**src/hdl/assert_macros.svh**
```systemverilog
// Assertion macros shared by the histogram RTL.
`ifndef ASSERT_MACROS_SVH
`define ASSERT_MACROS_SVH
`ifndef SYNTH
`define HTH_ASSERT(lbl, prop) \
    lbl: assert property (@(posedge i_clk) disable iff (!i_rst_n) prop) \
        else $error("assertion failed");
`define HTH_ASSERT_RST(lbl, prop) \
    lbl: assert property (@(posedge i_clk) prop) else $error("assertion failed");
`else
`define HTH_ASSERT(lbl, prop)
`define HTH_ASSERT_RST(lbl, prop)
`endif
`endif

```
**src/hdl/hth_pkg.sv**
```systemverilog
// Shared constants, types and codes of the hourly temperature histogram.
package hth_pkg;
    localparam int HOURS       = 24;
    localparam int BINS        = 15;
    localparam int SHADE_STEPS = 6;
    localparam int MEM_DEPTH   = HOURS * BINS;
    localparam int ADDR_W      = $clog2(MEM_DEPTH);
    localparam int HOUR_W      = 5;
    localparam int BIN_W       = 4;
    localparam int TEMP_W      = 7;
    localparam int CNT_W       = 16;
    localparam int SUM_W       = 23;
    localparam int TOT_W       = 24;
    localparam int MEAN_W      = 14;
    localparam int BAR_W       = 6;
    localparam int SHADE_W     = 3;
    localparam int SMUL_W      = 4;
    localparam int CFG_W       = 7;
    localparam int CFG_IDX_W   = 2;
    localparam int DVD_W       = 32;
    localparam int DSR_W       = 24;
    localparam int DIV_CNT_W   = $clog2(DVD_W + 1);

    localparam logic [CNT_W-1:0] CNT_MAX   = '1;
    localparam logic [TOT_W-1:0] TOTAL_MAX = '1;

    typedef enum logic [CFG_IDX_W-1:0] {
        CFG_BIN_LOW   = 2'd0,
        CFG_BAR_LOW   = 2'd1,
        CFG_BAR_HIGH  = 2'd2,
        CFG_BAR_WIDTH = 2'd3
    } t_cfg_idx;

    typedef enum logic [4:0] {
        DP_NOP, DP_CLR, DP_LOAD, DP_SRD, DP_SWR, DP_MRD, DP_MACC, DP_MUL1,
        DP_MUL2, DP_DMEAN, DP_SMEAN, DP_DBAR, DP_SBAR, DP_BRD, DP_BMUL,
        DP_DSHADE, DP_EMIT
    } t_dp_op;

    typedef enum logic [4:0] {
        ST_CLEAR, ST_IDLE, ST_SRD, ST_SWR, ST_MRD, ST_MACC, ST_MUL1, ST_MUL2,
        ST_DMEAN, ST_WMEAN, ST_DBAR, ST_WBAR, ST_BRD, ST_BMUL, ST_DSHADE,
        ST_WSHADE, ST_EMIT
    } t_state;

    typedef struct packed {
        logic in_hour_ok;
        logic in_read;
        logic clr_last;
        logic bin_last;
        logic cnt_zero;
        logic max_zero;
        logic div_done;
        logic out_free;
    } t_dp_status;
endpackage

```
**src/hdl/hth_ctrl.sv**
```systemverilog
// Controller state machine that sequences clearing, sample updates and readouts.
`include "assert_macros.svh"
module hth_ctrl
    import hth_pkg::*;
(
    input  logic       i_clk,
    input  logic       i_rst_n,
    input  logic       i_in_valid,
    output logic       o_in_ready,
    input  t_dp_status i_status,
    output t_dp_op     o_cmd
);
    t_state r_state, n_state;
    logic   last_emit;

    always_ff @(posedge i_clk) begin
        if (!i_rst_n) begin
            r_state <= ST_CLEAR;
        end else begin
            r_state <= n_state;
        end
    end

    always_comb begin
        n_state = r_state;
        case (r_state)
            ST_CLEAR: if (i_status.clr_last) n_state = ST_IDLE;
            ST_IDLE: begin
                if (i_in_valid && i_status.in_hour_ok) begin
                    n_state = i_status.in_read ? ST_MRD : ST_SRD;
                end
            end
            ST_SRD:    n_state = ST_SWR;
            ST_SWR:    n_state = ST_IDLE;
            ST_MRD:    n_state = ST_MACC;
            ST_MACC:   n_state = i_status.bin_last ? ST_MUL1 : ST_MRD;
            ST_MUL1:   n_state = ST_MUL2;
            ST_MUL2:   n_state = i_status.cnt_zero ? ST_BRD : ST_DMEAN;
            ST_DMEAN:  n_state = ST_WMEAN;
            ST_WMEAN:  if (i_status.div_done) n_state = ST_DBAR;
            ST_DBAR:   n_state = ST_WBAR;
            ST_WBAR:   if (i_status.div_done) n_state = ST_BRD;
            ST_BRD:    n_state = ST_BMUL;
            ST_BMUL:   n_state = i_status.max_zero ? ST_EMIT : ST_DSHADE;
            ST_DSHADE: n_state = ST_WSHADE;
            ST_WSHADE: if (i_status.div_done) n_state = ST_EMIT;
            ST_EMIT: begin
                if (i_status.out_free) begin
                    n_state = i_status.bin_last ? ST_IDLE : ST_BRD;
                end
            end
            default:   n_state = ST_IDLE;
        endcase
    end

    always_comb begin
        o_in_ready = 1'b0;
        o_cmd      = DP_NOP;
        case (r_state)
            ST_CLEAR: o_cmd = DP_CLR;
            ST_IDLE: begin
                o_in_ready = 1'b1;
                if (i_in_valid) o_cmd = DP_LOAD;
            end
            ST_SRD:    o_cmd = DP_SRD;
            ST_SWR:    o_cmd = DP_SWR;
            ST_MRD:    o_cmd = DP_MRD;
            ST_MACC:   o_cmd = DP_MACC;
            ST_MUL1:   o_cmd = DP_MUL1;
            ST_MUL2:   o_cmd = DP_MUL2;
            ST_DMEAN:  o_cmd = DP_DMEAN;
            ST_WMEAN:  if (i_status.div_done) o_cmd = DP_SMEAN;
            ST_DBAR:   o_cmd = DP_DBAR;
            ST_WBAR:   if (i_status.div_done) o_cmd = DP_SBAR;
            ST_BRD:    o_cmd = DP_BRD;
            ST_BMUL:   o_cmd = DP_BMUL;
            ST_DSHADE: o_cmd = DP_DSHADE;
            ST_EMIT:   if (i_status.out_free) o_cmd = DP_EMIT;
            default: ;
        endcase
    end

    assign last_emit = (r_state == ST_EMIT) && i_status.out_free && i_status.bin_last;

    `HTH_ASSERT(a_no_request_in_clear, (r_state == ST_CLEAR) |-> !o_in_ready)
    `HTH_ASSERT(a_last_emit_ends, last_emit |=> r_state == ST_IDLE)
    `HTH_ASSERT_RST(a_reset_clears, !i_rst_n |=> r_state == ST_CLEAR)
endmodule

```
**config.mk**
```make
export PLATFORM = sky130hd
export DESIGN_NAME = hth_ctrl
export DESIGN_NICKNAME = d
export VERILOG_FILES = /design/src/hdl/hth_pkg.sv /design/src/hdl/hth_ctrl.sv
export VERILOG_INCLUDE_DIRS = /design/src /design/src/hdl
export SDC_FILE = /design/constraint.sdc
export NUM_CORES = 1
export LEC_CHECK = 0
export BUFFER_PORTS_ARGS = -buffer_cell sky130_fd_sc_hd__buf_2
export CORE_AREA = 10 10 47 49
export CTS_BUF_LIST = sky130_fd_sc_hd__clkbuf_8
export DETAILED_ROUTE_END_ITERATION = 10
export DIE_AREA = 0 0 57 59
export GPL_TIMING_DRIVEN = 0
export PLACE_DENSITY = 0.64
export SLEW_MARGIN = 20
export SYNTH_ARGS = -nofsm -noshare
export SYNTH_HDL_FRONTEND = slang
export SYNTH_SLANG_ARGS = --single-unit
```
**constraint.sdc**
```tcl
create_clock -name i_clk -period 2.5 [get_ports i_clk]
set_clock_uncertainty 0.15 [all_clocks]
set_input_delay 0.125 -clock i_clk [delete_from_list [all_inputs] [get_ports i_clk]]
set_output_delay 0.125 -clock i_clk [all_outputs]
set_load 0.01 [all_outputs]
```
==> flow_summary_export.csv, run 1 <==
group,metric,value,unit
status,run_status,"finished clean",
critical_path,timing.critical_path.slowest_cell_delay,0.41,ns
critical_path,worst_ep_required,2.23,ns
cells_and_area,mostFrequentLayoutCells,"sky130_fd_sc_hd__buf_2 (17), sky130_fd_sc_hd__a21oi_1 (11), sky130_fd_sc_hd__nand2_1 (10)",
clock_tree,number_of_buffers_inserted_during_clock_tree_synthesis,3,
critical_path,worst_setup_path_startpoint,"r_state[3]",
critical_path,worst-path-buf-inv,3,
critical_path,startpoint_type,"register",
clock_tree,clock_tree.buffer_depth,2,
clock_tree,htreeDepth,1,
clock_tree,clockRootBuffer,"sky130_fd_sc_hd__clkbuf_8",
timing,timing.slew.headroom,71.9,%
power,static-leakage-power,0.293,nW
cells_and_area,antenna-diode-count,0,
power,power,289,uW
detailed_routing,wire_per_inst,12.9,um
clock_tree,cts_num_sinks,5,
floorplan,io_pins,17,
synthesis,synth-edff-count,0,
synthesis,biggest_area_consumer_among_synthesized_cells,"sky130_fd_sc_hd__dfxtp_1",
detailed_routing,route.detailed.vias_per_inst,5.52,
synthesis,proportion_of_synthesized_chip_area_in_sequential_cells,17.8,%
timing,timing.final.setup_violations,0,
min_path,min-delay-path-class,"in -> reg",
power,power.switching,71.8,uW
cells_and_area,top_regs,"r_state: 5 flops",
synthesis,postSynth.topFlopCell,"sky130_fd_sc_hd__dfxtp_1",
detailed_routing,drt_iter0_markers,10,
critical_path,critPathArrivalTime,1.73,ns
power,power-per-cell-area,408,mW/mm2
clock_tree,cts.repair_timing.setup_buffer_count,0,
timing,period_share,80.1,%
power,p_int,217,uW
detailed_routing,drt-pass1-iter-count,4,
critical_path,timing.critical_path.to_type,"output pin",
synthesis,synth_cell_type_count,35,
cells_and_area,finish.net_count,116,
power,vdd.ir_drop.worst,0.339,mV
floorplan,dieHeight,59,um
synthesis,yosys.area.top_type_share,17.8,%
critical_path,cpMaxStageDelayCell,"sky130_fd_sc_hd__dfxtp_1",
floorplan,floorplan.core_area,0.00140,mm2
floorplan,design.die.area,0.00336,mm2
synthesis,postSynthAreaPerCell,6.70,um2
timing,timing.final.ws_setup,0.496,ns
synthesis,asyncSetResetFlopFracSynth,0,%
min_path,min_from,"i_rst_n",
clock_tree,cts_resized,0,
synthesis,post_synth_instance_area,563,um2
clock_tree,clock_tree_from_tritoncts,"done",
run,maxCapViolCount,0,
global_route,gr-total-overflow,0,
detailed_routing,wirelength,1550,um
cells_and_area,layout.cells.most_common,"sky130_fd_sc_hd__buf_2",
timing,timing.setup.tns,0,ns
global_route,initial_antenna_violation_count,0,
detailed_routing,postRouteAntennaNets,0,
placement,buffer_ports.inserted,16,
global_route,grt_start_max_net_pins,11,
floorplan,placement_rows,14,
detailed_routing,vias,662,
global_route,via_count_of_the_first_global_routing_pass,614,
global_route,grt_usage,9.01,%
synthesis,yosys_warnings,0,
critical_path,path_delay_family,"buffers and inverters",
critical_path,top_cell_by_count_worst_path,"sky130_fd_sc_hd__a21oi_1",
critical_path,cp_cell_sequence,"clkbuf_1 > inv_1 > a21oi_1 > nand2_1 > a21oi_1 > nor2_1 > buf_2",
global_route,grt_pass1_wl,2550,um
clock_tree,worst_setup_hold_path_clk_slew,0.03,ns
power,swShare,24.9,%
floorplan,initial_utilization,40.2,%
power,part_of_the_power_in_the_clock_network,48.3,%
timing,grt_setup_unrepaired,"no",
placement,hpwlAfterDp,1250,um
synthesis,yosys-top-cells-area,"sky130_fd_sc_hd__dfxtp_1 (18%), sky130_fd_sc_hd__a21oi_1 (9.8%), sky130_fd_sc_hd__nand2_1 (6.7%)",
placement,placer_congestion,0.902,
critical_path,crit-reg2reg-launch,"r_state[0]",
cells_and_area,largest_reg_flops,5,
placement,dpl_worst_slack,0.669,ns
clock_tree,cts_hold_buffers,0,
detailed_routing,remaining_drc_errors,0,
cells_and_area,drive_above_1_share,26.9,%
timing,report.final.hold_viol_count,0,
power,combinational_cell_fraction_of_total_power,22.0,%
power,seqPwrFrac,29.8,%
synthesis,postSynthCellCount,84,
synthesis,synth.net_count,95,
timing,report.final.slew_viol_count,0,
synthesis,yosys_register_bits,5,
cells_and_area,register_with_the_most_flip_flops,"r_state",
timing,post_layout_min_period,2.00,ns
timing,achievable-frequency,0.499,GHz
critical_path,timing_worst_setup_path_type,"reg -> out",
floorplan,chipWidth,57,um
timing,worst-slew-pin-transition,0.421,ns
clock_tree,worst_skew_pair.late_latency,0.21,ns
cells_and_area,synthToLayoutAreaGrowth,25.8,%
critical_path,worstPathMaxFanout,10,
==> path summary, 6_finish.rpt <==
path	to	slack, ns	cells past startpoint
max reg2reg	r_state[1]	0.67	4
min reg2reg	r_state[1]	0.59	2
min	r_state[4]	0.06	2
max	o_cmd[1]	0.50	7
==> cell type report <==
cell class	count	area, um2
inverters	3	11.3
fillers	155	693
plain buffers	6	27.5
well taps	16	20.0
multi-input cells	70	424
flip-flops and latches	5	100
clock inverters	1	3.75
clock buffers	3	41.3
repair buffers	16	80.1
==> synth_stat cells (2+ instances only) <==
| library cell | number |
|---|---|
| sky130_fd_sc_hd__nand4_1 | 2 |
| sky130_fd_sc_hd__nor2_1 | 7 |
| sky130_fd_sc_hd__nand2_1 | 10 |
| sky130_fd_sc_hd__o2111ai_1 | 2 |
| sky130_fd_sc_hd__and2b_1 | 2 |
| sky130_fd_sc_hd__nor3_1 | 2 |
| sky130_fd_sc_hd__nand3_1 | 3 |
| sky130_fd_sc_hd__and2_1 | 3 |
| sky130_fd_sc_hd__clkbuf_1 | 4 |
| sky130_fd_sc_hd__nor3b_1 | 2 |
| sky130_fd_sc_hd__a21oi_1 | 11 |
| sky130_fd_sc_hd__dfxtp_1 | 5 |
| sky130_fd_sc_hd__o21ai_0 | 4 |
| sky130_fd_sc_hd__nor2b_1 | 3 |
| sky130_fd_sc_hd__inv_1 | 3 |
| sky130_fd_sc_hd__o21ai_1 | 2 |
==> stage by stage <==
stage	instance area, um2	util [%]	hold slack, ns	instances
floorplan	563	-	0.0967	84
global placement	663	47.3	0.259	116
detailed placement	663	47.3	0.270	116
CTS	708	50.5	0.0457	120
global route	708	50.5	0.0696	120
finish	708	50.5	0.0601	120
==> layer usage <==
metal	share of wire [%]	track usage, %
met5	0	0
met4	0.26	3.02
met3	5.7	3.00
met2	45	15.0
met1	49	10.5
==> power by group through the flow <==
stage / clock (mW) / sequential (mW) / combinational [mW]
after floorplan: 0 / 0.0858 / 0.0410
after global placement: 0 / 0.0870 / 0.0637
after detailed placement: 0 / 0.0869 / 0.0637
after CTS: 0.145 / 0.0857 / 0.0640
after global routing: 0.148 / 0.0859 / 0.0704
final: 0.139 / 0.0860 / 0.0635
==> cell families after synthesis <==
group           Yosys count  share of synthesized area, %
simple gates             41                          40.7
flops                     5                          17.8
mux                       1                          2.00
buf+inv                   9                          6.89
compound gates           28                          32.7
Power figures use the tool's default switching activity.
==> inputs of run 2 (changes only) <==
Clock period 2.5 ns to 2.05 ns, I/O delays scaled along.
==> run 2 against run 1 <==
Compared with the run above: non-clock buffer count stayed put; final area is 0.18% higher; register-to-register slack worse by 0.45 ns; sequential power is 22% higher; worst setup slack worse by 0.28 ns; critical path depth is 3 lower; die area stayed put; count of clock-buffer cells in the layout stayed put; total power is 22% higher; first-iteration DRC count stayed put; wire length is 0.32% lower; via count is 0.60% higher; critical endpoint is now r_state[1].
==> flow_summary_export.csv, run 2 (synthesis gave the netlist of run 1 again) <==
group,metric,value,unit
cells_and_area,final_cell_area,709,um2
placement,hpwlAfterDp,1250,um
global_route,grt_start_max_net_pins,11,
global_route,top_usage_layer,"met2",
critical_path,setup.reg_to_reg.worst_slack,0.22,ns
critical_path,critPathArrivalTime,1.81,ns
detailed_routing,remaining_drc_errors,0,
timing,grt_setup_unrepaired,"no",
timing,hold_ws,0.0369,ns
cells_and_area,final.fill_count,156,
timing,worst-slew-pin-transition,0.421,ns
cells_and_area,fin_util,50.6,%
critical_path,cpMaxStageDelayCell,"sky130_fd_sc_hd__or3_4",
global_route,grt_pass1_wl,2550,um
floorplan,placement_rows,14,
placement,detailed_place.area,663,um2
timing,report.final.slew_viol_count,0,
detailed_routing,wire_per_inst,12.9,um
timing,timing.final.setup_violations,0,
clock_tree,cts_resized,0,
cells_and_area,register_with_the_most_flip_flops,"r_state",
clock_tree,cts.repair_timing.setup_buffer_count,0,
placement,buffer_ports.inserted,16,
timing,achievable-frequency,0.547,GHz
cells_and_area,synthToLayoutAreaGrowth,26.0,%
floorplan,floorplan.core_area,0.00140,mm2
global_route,via_count_of_the_first_global_routing_pass,614,
timing,timing.final.ws_setup,0.221,ns
clock_tree,clockRootBuffer,"sky130_fd_sc_hd__clkbuf_8",
global_route,grtUsageMet2,15.0,%
clock_tree,cts_num_sinks,5,
global_route,met1_use_gr,10.5,%
cells_and_area,mostFrequentLayoutCells,"sky130_fd_sc_hd__buf_2 (17), sky130_fd_sc_hd__a21oi_1 (11), sky130_fd_sc_hd__nand2_1 (10)",
power,vdd.ir_drop.worst,0.414,mV
placement,placer_congestion,0.902,
critical_path,timing_worst_setup_path_type,"reg -> reg",
clock_tree,number_of_buffers_inserted_during_clock_tree_synthesis,3,
critical_path,path_delay_family,"simple AND/OR/NAND/NOR gates",
cells_and_area,layout.cells.most_common,"sky130_fd_sc_hd__buf_2",
clock_tree,clock_tree.buffer_depth,2,
detailed_routing,wirelength,1550,um
status,run_status,"finished clean",
placement,instance_count_after_placement_with_tap_cells_included,116,
min_path,min-delay-path-class,"in -> reg",
clock_tree,htreeDepth,1,
detailed_routing,postRouteAntennaNets,0,
clock_tree,clock_tree_from_tritoncts,"done",
clock_tree,cts_hold_buffers,0,
placement,dpl_worst_slack,0.219,ns
power,static-leakage-power,0.297,nW
clock_tree,worst_skew_pair.late_latency,0.21,ns
floorplan,chipWidth,57,um
critical_path,critical_path.reg2reg.endpoint,"r_state[1]",
cells_and_area,largest_reg_flops,5,
timing,post_layout_min_period,1.83,ns
timing,report.final.hold_viol_count,0,
global_route,grt_usage,9.01,%
critical_path,timing.critical_path.to_type,"register",
min_path,min_path_cells,2,
min_path,endpoint_worst_hold,"r_state[4]",
critical_path,worst-path-buf-inv,1,
detailed_routing,vias,666,
detailed_routing,route.detailed.vias_per_inst,5.55,
critical_path,startpoint_type,"register",
cells_and_area,layoutNonFillerInstCount,120,
run,maxCapViolCount,0,
cells_and_area,drive_above_1_share,27.9,%
global_route,use_met3,3.00,%
cells_and_area,finish.net_count,116,
power,power,352,uW
timing,period_share,89.2,%
power,power-per-cell-area,496,mW/mm2
critical_path,timing.critical_path.slowest_cell_delay,0.43,ns
floorplan,dieHeight,59,um
clock_tree,worst_setup_hold_path_clk_slew,0.03,ns
global_route,initial_antenna_violation_count,0,
floorplan,io_pins,17,
critical_path,worst_ep_required,2.03,ns
detailed_routing,drt-pass1-iter-count,4,
global_route,gr-total-overflow,0,
timing,timing.setup.tns,0,ns
cells_and_area,top_regs,"r_state: 5 flops",
critical_path,cp_cell_sequence,"clkbuf_1 > nor3b_1 > or3_4 > o32ai_2",
critical_path,timing.reg2reg.worst_path_depth,4,
floorplan,design.die.area,0.00336,mm2
timing,timing.slew.headroom,71.9,%
floorplan,initial_utilization,40.2,%
detailed_routing,drt_iter0_markers,10,
min_path,min_from,"i_rst_n",
critical_path,crit-reg2reg-launch,"r_state[0]",
critical_path,worstPathMaxFanout,10,
cells_and_area,antenna-diode-count,0,
-- run 2: cell types whose count changed in the layout (fill, tap and decap cells not counted) --
cell,change
sky130_fd_sc_hd__clkbuf_1,-1
sky130_fd_sc_hd__clkbuf_2,+1
-- run 2: power by group --
group | switching, mW | internal (mW) | total (mW)
logic | 0.0413 | 0.0361 | 0.0773
registers | 0.00401 | 0.101 | 0.105
clock network | 0.0422 | 0.128 | 0.170
total | 0.0875 | 0.265 | 0.352
-- run 2: how the worst max path moves through the flow --
| stage | startpoint | to | slack [ns] | cells after the start |
|---|---|---|---|---|
| floorplan | r_state[4] | r_state[1] | 0.42 | 5 |
| global placement | r_state[0] | r_state[1] | 0.21 | 4 |
| detailed placement | r_state[0] | r_state[1] | 0.22 | 4 |
| CTS | r_state[3] | o_cmd[1] | 0.09 | 7 |
| global route | r_state[0] | o_cmd[2] | 0.09 | 6 |
| finish | r_state[0] | r_state[1] | 0.22 | 4 |
-- run 2: final cells by class --
type	instances	area [um2]	share of cell area, %
tap	16	20.0	2.82
multi-input combinational	70	424	59.8
inverter	3	11.3	1.59
sequential	5	100	14.1
buffer	6	28.8	4.06
clock buffer	3	41.3	5.82
timing repair buffer	16	80.1	11.3
clock inverter	1	3.75	0.529
-- run 2: layer usage --
layer	up-vias	part of all wire [%]
met3	2	5.9
met5	-	0
met4	0	0.26
met1	296	48
li1	352	-
met2	16	45
==> inputs of run 3 (changes only) <==
Settings changed: MAX_ROUTING_LAYER set to met4, PLACE_DENSITY 0.64 to 0.68.
==> run 3 against run 2 <==
Compared with the run above: clock power hardly changed; cell count stayed put; highest routed layer is now met3; final area is 0.18% higher; non-clock buffer count stayed put; count of clock-buffer cells in the layout stayed put.
==> flow_summary_export.csv, run 3 (synthesis gave the netlist of run 1 again) <==
group,metric,value,unit
status,run_status,"finished clean",
detailed_routing,route.detailed.vias_per_inst,5.68,
critical_path,startpoint_type,"register",
timing,report.final.hold_viol_count,0,
cells_and_area,top_regs,"r_state: 5 flops",
global_route,grt_usage,10.2,%
detailed_routing,vias,682,
clock_tree,worst_skew_pair.late_latency,0.22,ns
critical_path,cpMaxStageDelayCell,"sky130_fd_sc_hd__dfxtp_1",
critical_path,cp-endpoint,"o_cmd[1]",
power,vdd.ir_drop.worst,0.357,mV
clock_tree,cts_resized,0,
floorplan,placement_rows,14,
critical_path,path_delay_family,"buffers and inverters",
detailed_routing,drt_iter0_markers,28,
cells_and_area,largest_reg_flops,5,
clock_tree,worst_setup_hold_path_clk_slew,0.03,ns
detailed_routing,wire_per_inst,14.0,um
power,combinational_cell_fraction_of_total_power,22.2,%
timing,achievable-frequency,0.544,GHz
timing,period_share,89.6,%
critical_path,worst_ep_required,1.80,ns
critical_path,top_cell_by_count_worst_path,"sky130_fd_sc_hd__a21oi_1",
placement,detailed_place.area,663,um2
detailed_routing,drt-pass1-iter-count,4,
global_route,gr-total-overflow,0,
global_route,grt_pass1_wl,2920,um
cells_and_area,synthToLayoutAreaGrowth,26.2,%
floorplan,io_pins,17,
critical_path,timing.reg2reg.worst_path_depth,5,
floorplan,initial_utilization,40.2,%
clock_tree,cts_hold_buffers,0,
power,power-per-cell-area,498,mW/mm2
power,seqPwrFrac,29.5,%
clock_tree,cts_num_sinks,5,
cells_and_area,layout.cells.most_common,"sky130_fd_sc_hd__buf_2",
placement,hpwlAfterDp,1280,um
cells_and_area,drive_above_1_share,28.8,%
clock_tree,number_of_buffers_inserted_during_clock_tree_synthesis,3,
global_route,grt_start_max_net_pins,11,
floorplan,chipWidth,57,um
cells_and_area,finish.net_count,116,
critical_path,cp_cell_sequence,"clkbuf_2 > inv_1 > a21oi_1 > nand2_1 > a21oi_1 > nor2_1 > buf_2",
cells_and_area,final_cell_area,711,um2
critical_path,setup.reg_to_reg.worst_slack,0.30,ns
power,power.switching,88.3,uW
timing,timing.slew.headroom,71.0,%
critical_path,worst_setup_path_startpoint,"r_state[3]",
run,maxCapViolCount,0,
cells_and_area,mostFrequentLayoutCells,"sky130_fd_sc_hd__buf_2 (17), sky130_fd_sc_hd__a21oi_1 (11), sky130_fd_sc_hd__nand2_1 (10)",
placement,placer_congestion,0.868,
floorplan,design.die.area,0.00336,mm2
placement,instance_count_after_placement_with_tap_cells_included,116,
cells_and_area,layoutNonFillerInstCount,120,
critical_path,critPathArrivalTime,1.58,ns
critical_path,worst-path-buf-inv,3,
critical_path,timing_worst_setup_path_type,"reg -> out",
clock_tree,clockRootBuffer,"sky130_fd_sc_hd__clkbuf_8",
clock_tree,clock_tree_from_tritoncts,"done",
cells_and_area,antenna-diode-count,0,
min_path,min-delay-path-class,"in -> reg",
timing,timing.final.ws_setup,0.213,ns
power,swShare,25.0,%
global_route,initial_antenna_violation_count,0,
critical_path,worstPathMaxFanout,10,
critical_path,critical_path.reg2reg.endpoint,"r_state[1]",
floorplan,dieHeight,59,um
placement,buffer_ports.inserted,16,
timing,grt_setup_unrepaired,"no",
power,p_int,265,uW
floorplan,floorplan.core_area,0.00140,mm2
critical_path,critical_path_depth,7,
critical_path,timing.critical_path.slowest_cell_delay,0.44,ns
cells_and_area,register_with_the_most_flip_flops,"r_state",
power,part_of_the_power_in_the_clock_network,48.3,%
clock_tree,cts.repair_timing.setup_buffer_count,0,
global_route,via_count_of_the_first_global_routing_pass,669,
timing,worst-slew-pin-transition,0.434,ns
power,static-leakage-power,0.300,nW
critical_path,timing.critical_path.to_type,"output pin",
detailed_routing,remaining_drc_errors,0,
clock_tree,htreeDepth,1,
timing,timing.setup.tns,0,ns
placement,dpl_worst_slack,0.257,ns
timing,report.final.slew_viol_count,0,
detailed_routing,wirelength,1680,um
timing,post_layout_min_period,1.84,ns
timing,timing.final.setup_violations,0,
detailed_routing,postRouteAntennaNets,0,
critical_path,crit-reg2reg-launch,"r_state[1]",
cells_and_area,final.fill_count,153,
clock_tree,clock_tree.buffer_depth,2,
## run 3: cell counts in the layout (fill, tap and decap cells not counted)
No cell type changed its count.
## run 3: worst min path at each step
stage               startpoint    endpoint  slack, ns  cells after the start
floorplan              i_rst_n  r_state[4]       0.07                      1
CTS                    i_rst_n  r_state[4]       0.03                      2
detailed placement     i_rst_n  r_state[4]       0.25                      2
global route           i_rst_n  r_state[4]       0.05                      2
finish                 i_rst_n  r_state[4]       0.03                      2
global placement       i_rst_n  r_state[4]       0.24                      2
## run 3: cell type report
type / instances / area [um2] / share of cell area (%)
Multi-Input combinational cell: 70 / 424 / 59.7
Tap cell: 16 / 20.0 / 2.82
Buffer: 6 / 30.0 / 4.23
Inverter: 3 / 11.3 / 1.58
Sequential cell: 5 / 100 / 14.1
Clock buffer: 3 / 41.3 / 5.81
Clock inverter: 1 / 3.75 / 0.528
Timing Repair Buffer: 16 / 80.1 / 11.3
## run 3: routing by layer
metal	track usage (%)	share of wire, %	vias up
li1	-	-	346
met5	-	0	-
met4	3.36	0	0
met2	15.5	46	27
met1	12.6	46	309
met3	3.00	7.9	0
## run 3: per-stage QoR
step / util, % / total power [mW] / hold slack, ns
global placement: 47.3 / 0.183 / 0.242
detailed placement: 47.3 / 0.183 / 0.249
CTS: 50.5 / 0.359 / 0.0268
finish: 50.7 / 0.354 / 0.0315
global route: 50.7 / 0.378 / 0.0469
floorplan: - / 0.155 / 0.0742
## run 3: power by group through the flow
| stage | clock, mW | sequential, mW | combinational, mW |
|---|---|---|---|
| global route | 0.185 | 0.105 | 0.0876 |
| CTS | 0.177 | 0.104 | 0.0778 |
| detailed placement | 0 | 0.106 | 0.0776 |
| finish | 0.171 | 0.104 | 0.0784 |
| floorplan | 0 | 0.105 | 0.0499 |
| global placement | 0 | 0.106 | 0.0772 |
